File: src/rtl/core/satro_pkg.sv
// Package for the rectangle/polygon separating-axis block.
// Holds constants, status codes and the controller/datapath command types.
`timescale 1ns / 1ps
`default_nettype none
package satro_pkg;
    localparam int MAX_VERTICES_DEF = 64;
    localparam int COORD_WIDTH_DEF  = 24;
    localparam int RECT_DEPTH       = 4;

    typedef enum logic [1:0] {
        STATUS_OK       = 2'd0,
        STATUS_OVERFLOW = 2'd1,
        STATUS_FEW_RECT = 2'd2
    } status_t;

    typedef struct packed {
        logic load_rect;
        logic load_obst;
        logic axis_start;
        logic proj_rect;
        logic proj_obst;
        logic proj_first;
        logic eval_axis;
        logic clear;
    } dp_cmd_t;

    typedef struct packed {
        logic rect_full;
        logic obst_full;
        logic overflow;
        logic few_rect;
        logic separated;
        logic rect_idx_end;
        logic obst_idx_end;
        logic obst_single;
        logic axis_end;
    } dp_stat_t;
endpackage
`default_nettype wire

File: src/rtl/core/satro_ctrl.sv
// Controller state machine sequencing loads, axes, projections and result.
// Depends on satro_pkg.
`timescale 1ns / 1ps
`default_nettype none
module satro_ctrl (
    input  wire logic                clk,
    input  wire logic                rst_n,
    input  wire logic                in_valid,
    output logic                     in_ready,
    input  wire logic                mode,
    input  wire logic                last,
    output logic                     out_valid,
    input  wire logic                out_ready,
    output logic                     collides,
    output logic [1:0]               status,
    output satro_pkg::dp_cmd_t       cmd,
    input  wire satro_pkg::dp_stat_t stat
);
    import satro_pkg::*;

    typedef enum logic [7:0] {
        S_IDLE  = 8'b0000_0001,
        S_AXRD  = 8'b0000_0010,
        S_AXIS  = 8'b0000_0100,
        S_PRECT = 8'b0000_1000,
        S_POBST = 8'b0001_0000,
        S_DRAIN = 8'b0010_0000,
        S_EVAL  = 8'b0100_0000,
        S_CHECK = 8'b1000_0000
    } state_t;

    state_t state_reg, state_next;
    logic [1:0] drain_reg, drain_next;
    logic first_reg, first_next;
    logic ov_reg, ov_next;
    logic col_reg, col_next;
    logic [1:0] st_reg, st_next;
    logic acc;

    assign in_ready  = (state_reg == S_IDLE) && !ov_reg;
    assign acc       = in_valid && in_ready;
    assign out_valid = ov_reg;
    assign collides  = col_reg;
    assign status    = st_reg;

    always_comb
    begin
        state_next = state_reg;
        drain_next = drain_reg;
        first_next = first_reg;
        ov_next    = ov_reg;
        col_next   = col_reg;
        st_next    = st_reg;
        cmd        = '0;
        if (ov_reg && out_ready)
        begin
            ov_next = 1'b0;
        end
        case (state_reg)
            S_IDLE:
            begin
                if (acc)
                begin
                    cmd.load_rect = !mode;
                    cmd.load_obst = mode;
                    if (mode && last)
                    begin
                        state_next = S_CHECK;
                    end
                end
            end
            S_CHECK:
            begin
                if (stat.overflow)
                begin
                    ov_next = 1'b1; col_next = 1'b0; st_next = STATUS_OVERFLOW;
                    cmd.clear = 1'b1; state_next = S_IDLE;
                end
                else if (stat.few_rect)
                begin
                    ov_next = 1'b1; col_next = 1'b0; st_next = STATUS_FEW_RECT;
                    cmd.clear = 1'b1; state_next = S_IDLE;
                end
                else
                begin
                    state_next = S_AXRD;
                end
            end
            S_AXRD:
            begin
                state_next = S_AXIS;
            end
            S_AXIS:
            begin
                cmd.axis_start = 1'b1;
                first_next = 1'b1;
                state_next = S_PRECT;
            end
            S_PRECT:
            begin
                cmd.proj_rect  = 1'b1;
                cmd.proj_first = first_reg;
                first_next     = 1'b0;
                if (!first_reg && stat.rect_idx_end)
                begin
                    first_next = 1'b1;
                    state_next = S_POBST;
                end
            end
            S_POBST:
            begin
                cmd.proj_obst  = 1'b1;
                cmd.proj_first = first_reg;
                first_next     = 1'b0;
                if (first_reg ? stat.obst_single : stat.obst_idx_end)
                begin
                    drain_next = 2'd2;
                    state_next = S_DRAIN;
                end
            end
            S_DRAIN:
            begin
                drain_next = drain_reg - 2'd1;
                if (drain_reg == 2'd1)
                begin
                    drain_next = 2'd1;
                    state_next = S_EVAL;
                end
            end
            S_EVAL:
            begin
                cmd.eval_axis = 1'b1;
                state_next = S_DRAIN;
                drain_next = 2'd0;
                if (drain_reg == 2'd0)
                begin
                    cmd.eval_axis = 1'b0;
                    if (stat.separated || stat.axis_end)
                    begin
                        ov_next = 1'b1; col_next = !stat.separated;
                        st_next = STATUS_OK;
                        cmd.clear = 1'b1; state_next = S_IDLE;
                    end
                    else
                    begin
                        state_next = S_AXRD;
                    end
                end
                else
                begin
                    drain_next = 2'd0;
                    state_next = S_EVAL;
                end
            end
            default:
            begin
                state_next = S_IDLE;
            end
        endcase
    end

    always_ff @(posedge clk or negedge rst_n)
    begin
        if (!rst_n)
        begin
            state_reg <= S_IDLE;
            drain_reg <= '0;
            first_reg <= 1'b0;
            ov_reg    <= 1'b0;
            col_reg   <= 1'b0;
            st_reg    <= STATUS_OK;
        end
        else
        begin
            state_reg <= state_next;
            drain_reg <= drain_next;
            first_reg <= first_next;
            ov_reg    <= ov_next;
            col_reg   <= col_next;
            st_reg    <= st_next;
        end
    end
endmodule
`default_nettype wire
File: config.mk
export PLATFORM = sky130hd
export DESIGN_NAME = satro_ctrl
export DESIGN_NICKNAME = d
export VERILOG_FILES = /design/src/rtl/core/satro_pkg.sv /design/src/rtl/core/satro_ctrl.sv
export SDC_FILE = /design/constraint.sdc
export NUM_CORES = 1
export LEC_CHECK = 0
export ABC_AREA = 1
export BUFFER_PORTS_ARGS = -buffer_cell sky130_fd_sc_hd__buf_2
export CAP_MARGIN = 25
export CORE_MARGIN = 2
export CORE_UTILIZATION = 54
export DETAILED_ROUTE_END_ITERATION = 10
export PLACE_DENSITY = 0.94
export SETUP_SLACK_MARGIN = 0.5
export SYNTH_ARGS = -nofsm -noshare
export SYNTH_HDL_FRONTEND = slang
export SYNTH_SLANG_ARGS = --single-unit
File: constraint.sdc
create_clock -name clk -period 3.2 [get_ports clk]
set_clock_uncertainty 0.2 [all_clocks]
set_input_delay 0.32 -clock clk [delete_from_list [all_inputs] [get_ports clk]]
set_output_delay 0.32 -clock clk [all_outputs]
set_load 0.01 [all_outputs]
; ---- Word level (Yosys, flattened, before mapping)
; Index checks and enable logic that the tools add are counted.
[word_totals]
register_bits = 15
inputBits = 15
out_inout_bits = 13
word_cells = 86
[classes]
add_sub_neg = 1
n_eq_ne = 17
n_mux = 44
n_reduce_logical = 18
[ops]
columns = op, n
row1 = one-hot mux 8 bit (8 select lines), 1
row2 = two-way mux 8 bit, 6
row3 = two-way mux 2 bit, 11
row4 = two-way mux 1 bit, 19
row5 = != test 2 bit (second input constant), 6
row6 = == test 8 x 1 -> 1 bit (second input constant), 1
row7 = == test 8 x 2 -> 1 bit (second input constant), 1
row8 = == test 8 x 3 -> 1 bit (second input constant), 1
row9 = == test 8 x 4 -> 1 bit (second input constant), 1
row10 = == test 8 x 5 -> 1 bit (second input constant), 1
row11 = == test 8 x 6 -> 1 bit (second input constant), 1
row12 = == test 8 x 7 -> 1 bit (second input constant), 1
row13 = == test 8 bit (second input constant), 1
row14 = two-way mux 7 bit, 1
row15 = one-hot mux 1 bit (2 select lines), 3
row16 = one-hot mux 2 bit (3 select lines), 1
row17 = nonzero test 3 bit, 2
row18 = logical AND 1 bit, 5
row19 = AND reduction 5 bit, 1
row20 = zero test 1 bit, 4
row21 = one-hot mux 2 bit (2 select lines), 1
row22 = AND reduction 4 bit, 1
row23 = != test 3 bit (second input constant), 1
row24 = one-hot mux 1 bit (3 select lines), 1
row25 = 8 further kinds, 8

; ---- Logic depth before layout (Yosys ltp)
; Gate-level depths: netlist (run 1).
[logic_depth]
ltp_word = 5
ltp_mapped = 10
mapped_depth_nobuf = 10

; ---- Worst setup path after synthesis (run 1)
; No wires, ideal clock.
[synth_timing]
path_kind = register -> output
start = reg state_reg[0]
end = out cmd[6] (netlist bit)
t_arrival_ns = 1.187
t_required_ns = 2.680
path_slack_ns = 1.493
stages_incl_launch_ff = 7
n_path_buf = 0
cell_sequence = dfstp_2 -> nand2_1 -> nor2_2 -> nand2_2 -> nor2_4 -> nand2_2 -> nor2_1
[synth_lines]
columns = item, line_no
row1 = from (decl), satro_ctrl.sv:32  ; state_t state_reg, state_next;
row2 = from (signal assigned), satro_ctrl.sv:175  ; state_reg <= state_next;
row3 = to (decl), satro_ctrl.sv:16  ; output satro_pkg::dp_cmd_t cmd,

==> impl_results.md, run 1 <==
- Number of buffers on the longest clock path: 2
- Rows: 15
- Minimum clock period: 2100 ps
- Maximum number of pins on one net before global-route repair: 16
- Cts bufs inserted: 3
- Routed length per instance: 11.76 um
- Global-route wire length before repair: about 3500 um
- Startpoint of the worst hold path: out_ready
- Number of setup buffers added after CTS: 0
- Total die area: around 2200 um^2
- Ratio of final minimum period to clock period: 0.6564
- Hold Violations, Final: 0
- I/O pins: 28
- Logic gate share of total power: 0.456
- Ratio of routed vias to standard cells: approximately 5.0
- TritonCTS clock tree: yes
- Cell at the root of the clock tree: clkbuf_4
- Adder and majority cell fraction of the synthesized area: 0.03769
- Remaining number of nets flagged by the antenna check after routing: 0
- Clock-pin slew reported for the worst setup and hold paths after clock tree synthesis: around 90 ps
- Critical path fanouts, max: 4
- Number of register bits inferred by synthesis: 15
- Library cell contributing the largest single delay on the critical path: dfstp_2
- Delay of the slowest cell on the worst path: about 570 ps
- Final standard cell utilization of the core: 0.6884
- Total Nets Final: around 180
- Startpoint type of the worst setup path: flip-flop
- LEAKAGE: about 0.70 nW
- Antenna violations before repair: 0
- Normalized max-slew margin: 0.7631
- Sequential fraction of design power: 0.383
- Port Buf Inserts: 25
- Number of instances resized during post-cts repair: 0
- Post-detailed-route DRC marker count: 0
- Power density normalized to cell area: between 500 and 600 nW/um^2
- Start point of the critical path: state_reg[0]
- Required @ worst endpoint: 2680 ps
- Total Routing Usage GR: 0.2336
- Max VDD drop: 0.4482 mV
- Complex-gate fraction of the synthesized area: 0.08040
- Detailed placer's ending HPWL: around 1800 um
- Max-cap viol count: 0
- Part of the Yosys area used for sequential elements: 0.3781
- Final GP Congestion: approximately 0.86
- Highest achievable clock rate: 476.1 MHz
- Count of final setup violators: 0
- RSZ-0062 raised after global routing: no
- Global route total overflow: 0
- Worst min-delay path category: primary input to flip-flop
- Run status: completed
- Area of the core region: 1727 um^2
- Count of pins over their slew limit: 0
- Switching portion of total power: 0.4199
- Y dimension of the die: 46.95 um
- Initial cell density of the core: 0.5768
- Layout area overhead: 19.35%
- Main combinational cell family by area after synthesis: simple AND/OR/NAND/NOR gates
- Worst Max-Slew Pin Slew: 355.3 ps
- Source of the worst register-to-register timing path: state_reg[0]
- Post-synthesis net count: 153
- Psw: ~0.28 mW
- Aggregate negative setup slack: 0 ps
- Number of instances in the synthesized netlist: 135
- Count of yosys warnings during synthesis: 0
- Clock latency of the later-clocked register in the worst-skew pair: 280 ps
- Ant. Diodes: 0
- Commonest non-fill, non-tap cells in the layout: 32 x nand2_1, 25 x buf_2, 20 x nor2_1
- Series of cell instances along the critical path: nand2_1 > nor2_2 > nand2_2 > nor2_4 > nand2_2 > nor2_1 > buf_2
- Most common cell after layout, fill and taps aside: nand2_1
- Mapped Avg Cell Area: 7.377 um^2
- Unique masters post-synth: 26
- X dimension of the die: around 47 um
- Xor/xnor share of the synthesized area: 0
- Fraction of layout instances using a drive strength above 1: 0.3576
- Crit path top cell by count: nand2_2
- Multiplexer fraction of the synthesized cell area: 0
- Basic-gate share of the synthesized area counting and, or, nand and nor cells: 0.4146
- Max FFs per register: 8
- CTS HTree Levels: 1
- TritonRoute pass-1 iters: 5
- Via count of the first global-routing pass: just under 900
- Crit end category: output port
- Critical setup path kind: flip-flop to output port
- Wirelength, routed: around 2200 um
- Detailed-route via count: between 900 and 1000
- Number of DRC markers in iteration 0: 16
- Clock power share: 0.162
- Arrival @ worst endpoint: between 1500 and 2000 ps
- Cell area after synthesis: 996.0 um^2
- Number of clock sinks: 15
- Internal cell power: just under 0.4 mW
==> cell families after synthesis <==
group	after synthesis
buf+inv	23
compound gates	12
simple gates	82
fa+ha+maj	3
flops	15
==> cell usage after synthesis <==
library cell	number	area (um^2)
nand2_1	32	120.1
nor2_2	4	25.02
o22ai_1	2	12.51
ha_1	3	37.54
inv_1	19	71.32
dfstp_2	1	26.28
inv_4	1	6.260
or2_0	1	6.260
nand4_2	1	12.51
o211ai_1	1	7.510
o21ai_0	1	5.000
dfrtp_1	14	350.3
nand3_2	4	40.04
nor2_4	2	22.52
o21ai_1	1	5.000
nand4_1	1	6.260
nand2_4	1	11.26
nor3_1	1	5.000
a21oi_2	3	26.28
o32ai_1	1	8.760
nor2_1	20	75.07
nand3_1	4	20.02
or2_2	3	18.77
inv_2	3	11.26
nand2_2	8	50.05
a21oi_1	3	15.01
==> layer usage <==
layer | part of all wire | wire, um | GRT usage | up-vias
met2 | 0.50 | 1107 | 0.4219 | 35
met1 | 0.43 | 962 | 0.2656 | 433
li1 | - | - | - | 475
met4 | 0.022 | 50 | 0.1056 | 0
met5 | 0 | 0 | 0 | -
met3 | 0.051 | 114 | 0.04231 | 6
==> final timing paths <==
kind	cells past startpoint	end	slack, ps
setup / recovery	7	cmd[7]	1100
hold / removal	2	out_valid	20
setup reg to reg	9	state_reg[0]	1590
hold reg to reg	2	state_reg[0]	290
max in group asynchronous	2	state_reg[0]	2220
min in group asynchronous	2	state_reg[2]	280
==> stage by stage <==
step / setup slack, ps / instances / total power [mW] / hold WS, ps / instance area, um^2
after detailed placement: 1417 / 185 / 0.5689 / 46.32 / 1152
after global placement: 1458 / 185 / 0.5530 / 38.25 / 1152
final: 1100 / 190 / 0.6768 / 15.18 / 1189
after global routing: 998.9 / 190 / 0.7240 / 13.48 / 1189
after CTS: 1100 / 190 / 0.6795 / 16.29 / 1189
after floorplan: 1493 / 135 / 0.4785 / -175.6 / 996.0
==> power groups by stage <==
stage	clock network, mW	registers [mW]	logic (mW)
after floorplan	0	0.269	0.210
after global placement	0	0.258	0.295
after detailed placement	0	0.262	0.307
after CTS	0.111	0.259	0.309
after global routing	0.120	0.263	0.341
final	0.109	0.259	0.308
==> cell type report <==
class                      instances  area, um^2
fill                             156       538.0
multi-input combinational         97       530.5
sequential                        15       376.6
clock buffer                       4       26.28
inverter                          23       88.84
timing repair buffer              26       135.1
tap                               25       31.28
==> critical path, delay by kind of cell (launching register included) <==
kind | cells | cell delay [ps]
flops | 1 | 570
simple gates | 6 | 590
buf+inv | 1 | 130
==> what timing repair did <==
action,CTS,global route
endpoints found under the hold margin,14,0
hold buffers,1,0
endpoints found under the setup margin,0,0
Note: power is estimated with default switching activity, not from simulation.
==> inputs of run 2 (changes only) <==
Settings changed: CORE_UTILIZATION 54 to 46, PLACE_DENSITY 0.94 to 0.87.
Clock period 3.2 ns to 1.7 ns, I/O delays scaled along.
==> run 2 against run 1 <==
  * Area after synthesis is the same
  * Synthesized cell count is the same
  * The flow now stops in 5_1_grt
==> impl_results.md, run 2 <==
- Run status: did not finish
- Asr flop ratio synth: 1.000
- Initial cell density of the core: 0.4975
- Cts bufs inserted: 3
- Most frequently used flop master after synthesis: dfrtp_1
- Mapped Avg Cell Area: between 7 and 8 um^2
- Most common cell in the synthesized netlist: nand2_1
- I/O pins: 28
- Cell at the root of the clock tree: clkbuf_4
- Final GP Congestion: ~0.8
- CTS HTree Levels: 1
- Y dimension of the die: 50.53 um
- Cell accounting for the most synthesized area: dfrtp_1
- Number of instances in the synthesized netlist: around 140
- Error msg: [ERROR DPL-0033] detailed placement checks failed during check placement.
- Detailed placer's ending HPWL: around 1900 um
- Maximum number of pins on one net before global-route repair: 16
- Most frequent cells after synthesis: 32 x nand2_1, 20 x nor2_1, 19 x inv_1, 14 x dfrtp_1, 8 x nand2_2
- Unique masters post-synth: 26
- X dimension of the die: about 51 um
- Portion of synthesized cell area occupied by the leading cell type: 0.3518
- Antenna violations before repair: 0
- Worst endpoint from the post-global-route timing repair: cmd[1]
- Terminating stage of the flow: 5_1_grt
- Number of register bits inferred by synthesis: 15
- Number of clock sinks: 15
- Worst ep type: top-level output
- Count of yosys warnings during synthesis: 0
- EDFF count, synth: 0
- Number of buffers on the longest clock path: 2
- Rows: 16
- Post-synthesis net count: 153
- Area contributors post-synth: dfrtp_1 35%, nand2_1 12%, nor2_1 7.5%, inv_1 7.2%, nand2_2 5.0%
- Cell area after synthesis: 996.0 um^2
- Part of the Yosys area used for sequential elements: 0.3781
- Port Buf Inserts: 25
run 2: cell counts after synthesis:
Identical to the previous run, type by type.
run 2: kinds of logic after synthesis:
group,Yosys count,share of synthesized area
fa+ha+maj,3,0.03769
flops,15,0.3781
simple gates,82,0.4146
buf+inv,23,0.08920
compound gates,12,0.08040
run 2: timing repair:
action / CTS
hold buffers: 4
buffers inserted: 25
pin swaps: 24
resized for setup: 57
endpoints found under the hold margin: 21
setup endpoints to repair: 27
run 2: stage by stage:
step	instances	TNS, ps	area, um^2	setup slack, ps
floorplan	135	0	1049	172.6
global placement	191	0	1237	115.7
detailed placement	191	0	1237	97.48
CTS	224	-1203	1749	-183.8
==> inputs of run 3 (changes only) <==
Settings changed: CORE_AREA set to 2 2 63 65, CORE_MARGIN 2 to unset, CORE_UTILIZATION 46 to unset, DIE_AREA set to 0 0 65 67, PLACE_DENSITY 0.87 to unset, PLACE_DENSITY_LB_ADDON set to 0.15, SETUP_SLACK_MARGIN 0.5 to unset.
Clock period 1.7 ns to 2.2 ns, I/O delays scaled along.
==> run 3 against run 2 <==
  * The run now ends clean
==> impl_results.md, run 3 (same netlist as run 1, synthesis figures left out) <==
- Cell at the root of the clock tree: clkbuf_8
- Initial cell density of the core: 0.2762
- Worst Hold Endpoint: status[0]
- Power density normalized to cell area: 838.7 nW/um^2
- Startpoint of the worst hold path: stat[6]
- Total die area: approximately 4400 um^2
- Max VDD drop: 0.3352 mV
- Aggregate negative setup slack: 0 ps
- Buffers plus inverters on the worst setup path: 1
- Run status: completed
- Worst Max-Slew Pin Slew: roughly 380 ps
- Required @ worst endpoint: between 1500 and 2000 ps
- Most common cell after layout, fill and taps aside: nand2_1
- X dimension of the die: 65 um
- Hold buffer count at cts: 2
- Layout area overhead: 25.13%
- Register-to-Register Setup Slack: between 500 and 600 ps
- Max-cap viol count: 0
- Footprint of the flip-flops and latches: approximately 380 um^2
- Worst R2R Path Depth: 9
- Highest achievable clock rate: 516.3 MHz
- Hold slack: 44.64 ps
- Number of clock sinks: 15
- Antenna violations before repair: 0
- Number of buffers on the longest clock path: 2
- Clock-pin slew reported for the worst setup and hold paths after clock tree synthesis: about 60 ps
- CTS HTree Levels: 1
- Depth of the worst hold-timing path: 3
- Series of cell instances along the critical path: nor2_1 > nand2_1 > nor2_2 > nand3_2 > nand2_4 > buf_2
- Library cell contributing the largest single delay on the critical path: dfrtp_1
- Max FFs per register: 8
- Rows: 22
- Remaining number of nets flagged by the antenna check after routing: 0
- Hold Violations, Final: 0
- Final GP Congestion: between 0.7 and 0.8
- TritonRoute pass-1 iters: 4
- Clock latency of the later-clocked register in the worst-skew pair: roughly 250 ps
- Worst min-delay path category: primary input to flip-flop
- Port Buf Inserts: 25
- TritonCTS clock tree: yes
- Critical path fanouts, max: 8
- Delay of the slowest cell on the worst path: around 400 ps
- Routed length per instance: ~11 um
- I/O pins: 28
- Post-detailed-route DRC marker count: 0
- Source of the worst register-to-register timing path: state_reg[0]
- Commonest non-fill, non-tap cells in the layout: 32 x nand2_1, 25 x buf_2, 20 x nor2_1
- Wirelength, routed: 2326 um
- Critical setup path kind: flip-flop to output port
- Fraction of layout instances using a drive strength above 1: 0.3554
- Maximum number of pins on one net before global-route repair: 16
- Count of pins over their slew limit: 0
- Crit end category: output port
- Normalized max-slew margin: 0.7491
- Detailed placer's ending HPWL: around 1900 um
- Global route total overflow: 0
- Cts bufs inserted: 3
- Number of DRC markers in iteration 0: 39
- Y dimension of the die: 67 um
- Ratio of final minimum period to clock period: 0.8803
- Global-route wire length before repair: ~4000 um
- Detailed-route via count: 920
- Total Routing Usage GR: 0.1222
- Largest delay share family, worst path: simple AND/OR/NAND/NOR gates
- RR Endpoint: state_reg[0]
- Filler Cell Count: 400
- Startpoint type of the worst setup path: flip-flop
- Area of the core region: around 3600 um^2
- Via count of the first global-routing pass: between 800 and 900
- Ant. Diodes: 0
- Total Nets Final: about 190
- Minimum clock period: a little under 2000 ps
- Ratio of routed vias to standard cells: ~4.3
- Count of final setup violators: 0
- Number of setup buffers added after CTS: 0
- LEAKAGE: slightly above 0.7 nW
- Number of instances resized during post-cts repair: 0
- Area of combinational cells with multiple inputs: ~530 um^2
- RSZ-0062 raised after global routing: no
- Arrival @ worst endpoint: about 1500 ps
## run 3: how the worst max path moves through the flow
stage / startpoint / to / slack (ps) / cells past startpoint
after global routing: state_reg[5] / cmd[0] / 110 / 6
after detailed placement: state_reg[0] / cmd[7] / 520 / 7
after global placement: state_reg[4] / cmd[0] / 530 / 6
after CTS: state_reg[4] / cmd[0] / 240 / 6
after floorplan: state_reg[0] / cmd[6] / 590 / 6
final: state_reg[4] / cmd[0] / 260 / 6
## run 3: routing by layer
layer  track usage  share of wire  vias to the layer above  routed length (um)
li1              -              -                      480                   -
met1        0.1489           0.48                      409                1105
met2        0.2139           0.46                       27                1081
met3       0.02027          0.053                        4                 124
met4       0.04787         0.0060                        0                  14
met5             0              0                        -                   0
## run 3: tightest hold or removal path: stages
cell,delay (ps)
buf_2,100
nand2_1,70
a21oi_2,50
## run 3: metrics by stage
step                instance area, um^2  instances  worst slack [ps]  power, mW  utilization
floorplan                         996.0        135             593.0     0.6960            -
global placement                   1181        208             527.7     0.8254       0.3276
detailed placement                 1181        208             518.3     0.8269       0.3276
CTS                                1246        214             238.1      1.064       0.3456
global route                       1246        214             112.6      1.138       0.3456
finish                             1246        214             263.3      1.045       0.3456
## run 3: area by class of cell
| cell class | count | area share |
|---|---|---|
| multi-input combinational | 97 | 0.4257 |
| clock buffer | 4 | 0.03614 |
| sequential | 15 | 0.3022 |
| inverter | 23 | 0.07128 |
| timing repair buffer | 27 | 0.1165 |
| tap | 48 | 0.04819 |
## run 3: where the power goes
| group | switching (mW) | total [mW] | internal [mW] |
|---|---|---|---|
| Combinational | 0.275 | 0.442 | 0.167 |
| Clock | 0.0975 | 0.226 | 0.128 |
| Sequential | 0.0420 | 0.377 | 0.335 |
| Total | 0.415 | 1.05 | 0.631 |
